`config.mk`:
```
export PLATFORM = sky130hd
export DESIGN_NAME = sorted_list_insert_delete
export DESIGN_NICKNAME = d
export VERILOG_FILES = /design/src/hdl/slid_pkg.sv /design/src/hdl/slid_cell.sv /design/src/hdl/slid_outq.sv /design/src/hdl/sorted_list_insert_delete.sv
export SDC_FILE = /design/constraint.sdc
export NUM_CORES = 2
export LEC_CHECK = 0
export BUFFER_PORTS_ARGS = -buffer_cell sky130_fd_sc_hd__buf_2
export CAP_MARGIN = 20
export CORE_MARGIN = 3
export CORE_UTILIZATION = 55
export DETAILED_ROUTE_END_ITERATION = 8
export PLACE_DENSITY = 0.71
export SETUP_SLACK_MARGIN = 0.4
export SYNTH_ARGS = -nofsm -noshare
export SYNTH_HDL_FRONTEND = slang
export SYNTH_HIERARCHICAL = 1
export SYNTH_SLANG_ARGS = --single-unit
```
`constraint.sdc`:
```
create_clock -name clk_i -period 17.18 [get_ports clk_i]
set_clock_uncertainty 0.05 [all_clocks]
set_input_delay 0.859 -clock clk_i [delete_from_list [all_inputs] [get_ports clk_i]]
set_output_delay 0.859 -clock clk_i [all_outputs]
set_load 0.01 [all_outputs]
```
`src/hdl/slid_pkg.sv`:
```
// ----------------------------------------------------------------------------
// slid_pkg
// Shared types and constants for the sorted list with insert and delete.
// ----------------------------------------------------------------------------
package slid_pkg;

  localparam int unsigned DEF_CAPACITY = 16;
  localparam int unsigned ID_W         = 16;
  localparam int unsigned VALUE_W      = 32;
  localparam int unsigned POS_W        = 8;
  localparam int unsigned KIND_W       = 2;
  localparam int unsigned STATUS_W     = 2;
  localparam int unsigned COUNT_OUT_W  = 5;

  typedef enum logic [KIND_W-1:0] {
    KIND_INSERT = 2'd0,
    KIND_DELETE = 2'd1,
    KIND_READ   = 2'd2
  } kind_e;

  typedef enum logic [STATUS_W-1:0] {
    ST_DONE   = 2'd0,
    ST_FULL   = 2'd1,
    ST_NO_POS = 2'd2
  } status_e;

  typedef struct packed {
    logic        [ID_W-1:0]    id;
    logic signed [VALUE_W-1:0] value;
  } entry_t;

  // command broadcast to every cell in the accepting cycle
  typedef struct packed {
    logic             insert;
    logic             delete;
    entry_t           new_entry;
    logic [POS_W-1:0] pos;
  } cell_ctrl_t;

  typedef struct packed {
    logic [STATUS_W-1:0]    status;
    logic [COUNT_OUT_W-1:0] count;
    logic [ID_W-1:0]        read_id;
    logic [VALUE_W-1:0]     read_value;
  } result_t;

endpackage

```
`src/hdl/slid_cell.sv`:
```
// ----------------------------------------------------------------------------
// slid_cell
// One slot of the sorted chain: keeps, shifts up, shifts down or takes a new
// entry, deciding from its own compare and its lower neighbour's.
// ----------------------------------------------------------------------------
module slid_cell #(
  parameter int unsigned IDX = 0
) (
  input  logic                clk_i,
  input  slid_pkg::cell_ctrl_t ctrl_i,
  input  logic                occ_i,
  input  logic                prev_up_i,
  input  slid_pkg::entry_t    prev_entry_i,
  input  slid_pkg::entry_t    next_entry_i,
  output slid_pkg::entry_t    entry_o,
  output logic                up_o
);
  import slid_pkg::*;

  localparam logic [POS_W:0] IdxCmp = (POS_W+1)'(IDX);

  entry_t entry_q;
  logic   gt;
  logic   at_or_after;

  assign gt          = entry_q.value > ctrl_i.new_entry.value;
  assign at_or_after = IdxCmp >= {1'b0, ctrl_i.pos};
  // this entry moves one place up on an insert
  assign up_o        = occ_i && gt;
  assign entry_o     = entry_q;

  always_ff @(posedge clk_i) begin
    priority if (ctrl_i.insert) begin
      if (prev_up_i) begin
        entry_q <= prev_entry_i;
      end else if (!occ_i || gt) begin
        entry_q <= ctrl_i.new_entry;
      end
    end else if (ctrl_i.delete) begin
      if (at_or_after) begin
        entry_q <= next_entry_i;
      end
    end
  end

endmodule

```
`src/hdl/slid_outq.sv`:
```
// ----------------------------------------------------------------------------
// slid_outq
// Output register with a skid stage, so a word is taken while the previous
// result still waits downstream.
// ----------------------------------------------------------------------------
module slid_outq (
  input  logic              clk_i,
  input  logic              rst_ni,
  input  logic              push_i,
  input  slid_pkg::result_t push_data_i,
  output logic              full_o,
  output logic              out_valid_o,
  input  logic              out_stall_i,
  output slid_pkg::result_t out_data_o
);
  import slid_pkg::*;

  result_t out_q;
  result_t skid_q;
  logic    out_valid_q;
  logic    skid_valid_q;
  logic    pop;

  assign pop         = out_valid_q && !out_stall_i;
  assign full_o      = skid_valid_q;
  assign out_valid_o = out_valid_q;
  assign out_data_o  = out_q;

  always_ff @(posedge clk_i or negedge rst_ni) begin
    if (!rst_ni) begin
      out_valid_q  <= 1'b0;
      skid_valid_q <= 1'b0;
    end else begin
      if (push_i) begin
        if (!out_valid_q || pop) begin
          out_valid_q <= 1'b1;
        end else begin
          skid_valid_q <= 1'b1;
        end
      end else if (pop) begin
        if (skid_valid_q) begin
          skid_valid_q <= 1'b0;
        end else begin
          out_valid_q <= 1'b0;
        end
      end
    end
  end

  always_ff @(posedge clk_i) begin
    if (push_i) begin
      if (!out_valid_q || pop) begin
        out_q <= push_data_i;
      end else begin
        skid_q <= push_data_i;
      end
    end else if (pop && skid_valid_q) begin
      out_q <= skid_q;
    end
  end

`ifndef SYNTHESIS
  a_skid_behind_out : assert property (@(posedge clk_i) disable iff (!rst_ni)
    skid_valid_q |-> out_valid_q)
    else $error("skid stage holds a word while the output register is empty");

  a_no_push_when_full : assert property (@(posedge clk_i) disable iff (!rst_ni)
    skid_valid_q |-> !push_i)
    else $error("word pushed while the skid stage is occupied");
`endif

endmodule

```
`src/hdl/sorted_list_insert_delete.sv`:
```
// A result is registered in the output register, or in the skid stage while that one is held.
// Throughput: one word per cycle while in_stall_o is low; all cells compare and shift together.
// A stalled output is backed by a skid stage, so one more word is taken before in_stall_o rises.
// Reset clears the entry count and the output valid flags at once; the cells hold
// no reset value and are never read beyond the count, so no clearing pass is needed.
// ----------------------------------------------------------------------------
// sorted_list_insert_delete
// Bounded list of (id, value) entries kept in ascending value order, built
// as a chain of cells with insert, delete at position and read at position.
// ----------------------------------------------------------------------------
module sorted_list_insert_delete #(
  parameter int unsigned CAPACITY = slid_pkg::DEF_CAPACITY
) (
  input  logic                                   clk_i,
  input  logic                                   rst_ni,
  input  logic                                   in_valid_i,
  output logic                                   in_stall_o,
  input  logic        [slid_pkg::KIND_W-1:0]     kind_i,
  input  logic        [slid_pkg::ID_W-1:0]       entry_id_i,
  input  logic signed [slid_pkg::VALUE_W-1:0]    entry_value_i,
  input  logic        [slid_pkg::POS_W-1:0]      position_i,
  output logic                                   out_valid_o,
  input  logic                                   out_stall_i,
  output logic        [slid_pkg::STATUS_W-1:0]   status_o,
  output logic        [slid_pkg::COUNT_OUT_W-1:0] entry_count_o,
  output logic        [slid_pkg::ID_W-1:0]       read_id_o,
  output logic signed [slid_pkg::VALUE_W-1:0]    read_value_o
);
  import slid_pkg::*;

  localparam int unsigned CntW = $clog2(CAPACITY + 1);
  localparam int unsigned CmpW = (CntW > POS_W) ? CntW : POS_W;

  logic [CntW-1:0] count_q;
  logic [CntW-1:0] count_d;
  logic [CmpW-1:0] pos_ext;
  logic [CmpW-1:0] cnt_ext;
  logic            accept;
  logic            full;
  logic            pos_ok;
  logic            q_full;
  cell_ctrl_t      ctrl;
  entry_t          rd_entry;
  result_t         res;
  result_t         out_data;
  entry_t          entries [CAPACITY];
  logic            up      [CAPACITY];
  logic            occ     [CAPACITY];

  assign in_stall_o = q_full;
  assign accept     = in_valid_i && !q_full;
  assign pos_ext    = CmpW'(position_i);
  assign cnt_ext    = CmpW'(count_q);
  assign full       = count_q == CntW'(CAPACITY);
  assign pos_ok     = pos_ext < cnt_ext;

  always_comb begin
    ctrl                 = '0;
    ctrl.new_entry.id    = entry_id_i;
    ctrl.new_entry.value = entry_value_i;
    ctrl.pos             = position_i;
    ctrl.insert          = accept && (kind_i == KIND_INSERT) && !full;
    ctrl.delete          = accept && (kind_i == KIND_DELETE) && pos_ok;
  end

  // occupancy as a thermometer of the count
  always_comb begin
    for (int i = 0; i < CAPACITY; i++) begin
      occ[i] = CmpW'(i) < cnt_ext;
    end
  end

  for (genvar g = 0; g < CAPACITY; g++) begin : g_cell
    entry_t prev_e;
    entry_t next_e;
    logic   prev_u;

    if (g == 0) begin : g_first
      assign prev_e = '0;
      assign prev_u = 1'b0;
    end else begin : g_mid
      assign prev_e = entries[g-1];
      assign prev_u = up[g-1];
    end

    if (g == CAPACITY - 1) begin : g_last
      assign next_e = entries[g];
    end else begin : g_body
      assign next_e = entries[g+1];
    end

    slid_cell #(
      .IDX (g)
    ) u_cell (
      .clk_i        (clk_i),
      .ctrl_i       (ctrl),
      .occ_i        (occ[g]),
      .prev_up_i    (prev_u),
      .prev_entry_i (prev_e),
      .next_entry_i (next_e),
      .entry_o      (entries[g]),
      .up_o         (up[g])
    );
  end

  always_comb begin
    rd_entry = '0;
    for (int i = 0; i < CAPACITY; i++) begin
      if (pos_ext == CmpW'(i)) begin
        rd_entry = entries[i];
      end
    end
  end

  always_comb begin
    count_d = count_q;
    if (ctrl.insert) begin
      count_d = count_q + 1'b1;
    end else if (ctrl.delete) begin
      count_d = count_q - 1'b1;
    end
  end

  always_comb begin
    res            = '0;
    res.status     = ST_DONE;
    res.count      = COUNT_OUT_W'(count_d);
    unique case (kind_i)
      KIND_INSERT: begin
        if (full) begin
          res.status = ST_FULL;
        end
      end
      KIND_DELETE: begin
        if (!pos_ok) begin
          res.status = ST_NO_POS;
        end
      end
      KIND_READ: begin
        if (pos_ok) begin
          res.read_id    = rd_entry.id;
          res.read_value = rd_entry.value;
        end else begin
          res.status = ST_NO_POS;
        end
      end
      default: begin
        res.status = ST_DONE;
      end
    endcase
  end

  always_ff @(posedge clk_i or negedge rst_ni) begin
    if (!rst_ni) begin
      count_q <= '0;
    end else begin
      count_q <= count_d;
    end
  end

  slid_outq u_outq (
    .clk_i       (clk_i),
    .rst_ni      (rst_ni),
    .push_i      (accept),
    .push_data_i (res),
    .full_o      (q_full),
    .out_valid_o (out_valid_o),
    .out_stall_i (out_stall_i),
    .out_data_o  (out_data)
  );

  assign status_o      = out_data.status;
  assign entry_count_o = out_data.count;
  assign read_id_o     = out_data.read_id;
  assign read_value_o  = out_data.read_value;

`ifndef SYNTHESIS
  a_count_bounded : assert property (@(posedge clk_i) disable iff (!rst_ni)
    count_q <= CntW'(CAPACITY))
    else $error("entry count beyond capacity");

  a_insert_grows : assert property (@(posedge clk_i) disable iff (!rst_ni)
    ctrl.insert |=> count_q == $past(count_q) + 1'b1)
    else $error("insert did not raise the count");

  a_delete_shrinks : assert property (@(posedge clk_i) disable iff (!rst_ni)
    ctrl.delete |=> count_q == $past(count_q) - 1'b1)
    else $error("delete did not lower the count");

  a_idle_count_holds : assert property (@(posedge clk_i) disable iff (!rst_ni)
    !accept |=> count_q == $past(count_q))
    else $error("count changed without an accepted word");
`endif

endmodule
```
==> impl_metrics.yaml <==
placed_design:
  gp_routability_congestion: 0.971
  portBuffers: 118
  dp_hpwl_um: 155000
  place_inst: 8007
clocking:
  clk_pin_slew_ps: 60
  clk_latency_ps: 740
  cts_tree: "yes"
  cts.path.max_buffers: 3
  cts-buffers-inserted: 101
  htree_levels: 3
  postCtsSetupBuffers: 0
  cts-root-buf: "clkbuf_16"
  cts_sinks: 885
worst_setup_path:
  crit_top_cell: "buf_4"
  crit_family: "buffers and inverters"
  reg2reg_from: "count_q[1]"
  path_class: "reg -> reg"
  cp_max_fo: 220
  worstPathCellList: "inv_1 -> ha_1 -> nor3b_1 -> nand2_1 -> nand3_1 -> inv_8 -> buf_4 -> buf_12 -> buf_4 -> a21oi_1"
  crit_required_ps: 17560
  worstSetupStartpoint: "count_q[1]"
  cp.arrival_ps: 5830
  path_buf_inv: 5
  rr_worst_depth: 10
  start_kind: "flop"
  crit_cells: 10
  r2r-end: "g_cell[14].u_cell/entry_o[4]"
  crit_path_top_delay_cell: "buf_4"
  cp-endpoint: "g_cell[14].u_cell/entry_o[4]"
  slowest_delay_ps: 820
  r2r_setup_slack_ps: 11720
  cp-end-kind: "flop"
grt:
  grt_max_degree: 261
  grt_pass1_wl_um: 324000
  antenna_found_initial: 3
  grt_usage_pct: 34.9
  grt_pass1_vias: 50358
  overflow: 0
final_layout:
  final_cells: 8197
  fin_nets: 7172
  drive_above_1_share_pct: 10.3
  area_growth_pct: 8.23
  regArea_um2: 26500
  n_fill_cell: 9828
  multi_input_area_um2: 35200
yosys:
  ys_warn_count: 6
  synth.avg_cell_area_um2: 9.88
  synth_area_um2: 65200
  synthCells: 6599
run_status:
  status: "completed"
route:
  via_per_inst: 6.57
  drt.antenna.violating_nets: 0
  drt_pre_antenna_iters: 9
  drt_iter0_markers: 7509
  wirelength_um: 218000
  wire_per_inst_um: 26.6
  via_count: 53888
  post-route-drc-count: 0
sta:
  setup_tns_ps: 0
  slew_headroom_pct: 19.8
  slew_violations: 0
  fmax_mhz: 183
  rsz0062_at_grt: "false"
  timing.final.crit_share_pct: 31.8
  worstMarginPinSlew_ps: 1200
  setup_viol: 0
  period_minus_slack_ps: 5460
  hold_viol: 0
power:
  power.density_nw_per_um2: 103
  p_leak_nw: 28.0
  peakVddDrop_mv: 0.102
  totalPowerFinal_mw: 7.28
floorplanning:
  die_h_um: 350
  die_area_um2: 123000
  chipWidth_um: 350
  boundaryPins: 119
  core-area_um2: 117000
  rows: 125
  start_util_pct: 55.7
hold_path:
  worstHoldPathType: "in -> reg"
flow_run:
  maxCapViolCount: 0
[final cells by class]
class                           count  area share, %
Sequential cell                   885           37.6
Clock inverter                     63          0.853
Antenna cell                        3         0.0106
Multi-Input combinational cell   4811           49.9
Inverter                          553           2.95
Timing Repair Buffer              235           2.21
Tap cell                         1524           2.70
Clock buffer                      123           3.76
[metrics by stage]
step	area [µm²]	hold WS, ps	worst slack, ps	util [%]
2_1_floorplan	65400	475	10440	-
3_5_place_dp	67300	483	11120	57.5
5_1_grt	70600	423	11320	60.3
3_3_place_gp	67300	481	11280	57.5
6_report	70600	424	11720	60.3
4_1_cts	70600	406	11750	60.3
[power breakdown]
part	switching (mW)	internal [mW]
Clock	0.968	1.22
Sequential	0.176	2.67
Combinational	1.37	0.874
Total	2.51	4.76
[sequential cells by signal (all words and copies together) (netlist names)]
register / cells
count_q: 5
g_cell.u_cell/entry_o: 768
u_outq/full_o: 1
u_outq/out_data_o: 55
u_outq/out_valid_o: 1
u_outq/skid_q: 55
[how the worst min path moves through the flow]
stage                     slack (ps)  cells past startpoint              start                    end
after floorplan                  470                      1  u_outq/skid_q[47]  u_outq/out_data_o[47]
after global placement           480                      1  u_outq/skid_q[41]  u_outq/out_data_o[41]
after detailed placement         480                      1  u_outq/skid_q[38]  u_outq/out_data_o[38]
after CTS                        410                      3        out_stall_i     u_outq/out_valid_o
after global routing             420                      3        out_stall_i     u_outq/out_valid_o
final                            420                      3        out_stall_i     u_outq/out_valid_o
[metal layers]
metal  share of wire (%)  wire (µm)  track usage (%)  up-vias
li1                    -          -                -    24400
met5              0.0060         13                0        -
met2                  41      89100             48.7     3574
met4                 5.1      11100             16.1        2
met1                  41      88500             50.2    25406
met3                  13      29400             9.42      506
[cell usage in the layout, fill, tap and decap left out, types with 17 or more instances in the layout]
master        n
edfxtp_1    878
a221oi_1     25
o22ai_1      51
a21oi_1    1022
inv_1       550
a211oi_1     36
nor4_1       23
nor2_1      937
buf_4       111
o21ai_0     129
clkbuf_16   103
buf_2       116
ha_1        523
mux2i_1     834
nor2_4       17
mux2_4       17
mux2_2       66
clkbuf_1     20
nor2b_1      21
mux4_2       71
nand2_1     249
nand4_1      93
o21ai_1      36
a22oi_1      23
o211ai_1     46
nor3_1       31
o221ai_1     29
clkinv_2     24
nand3_1      56
a31oi_1      41
conb_1       49
a21o_1       52
[what timing repair did]
| action | in CTS | in global routing |
|---|---|---|
| gates resized for setup | 0 | 0 |
| endpoints found under the hold margin | 7 | 0 |
| hold buffers | 1 | 0 |
[worst register-to-register path, cell delays in order, from the launching register on]
cell	delay, ps
dfrtp_1	480
inv_1	200
ha_1	250
nor3b_1	170
nand2_1	90
nand3_1	300
inv_8	720
buf_4	840
buf_12	650
buf_4	1120
a21oi_1	290
Power figures use the tool's default switching activity.
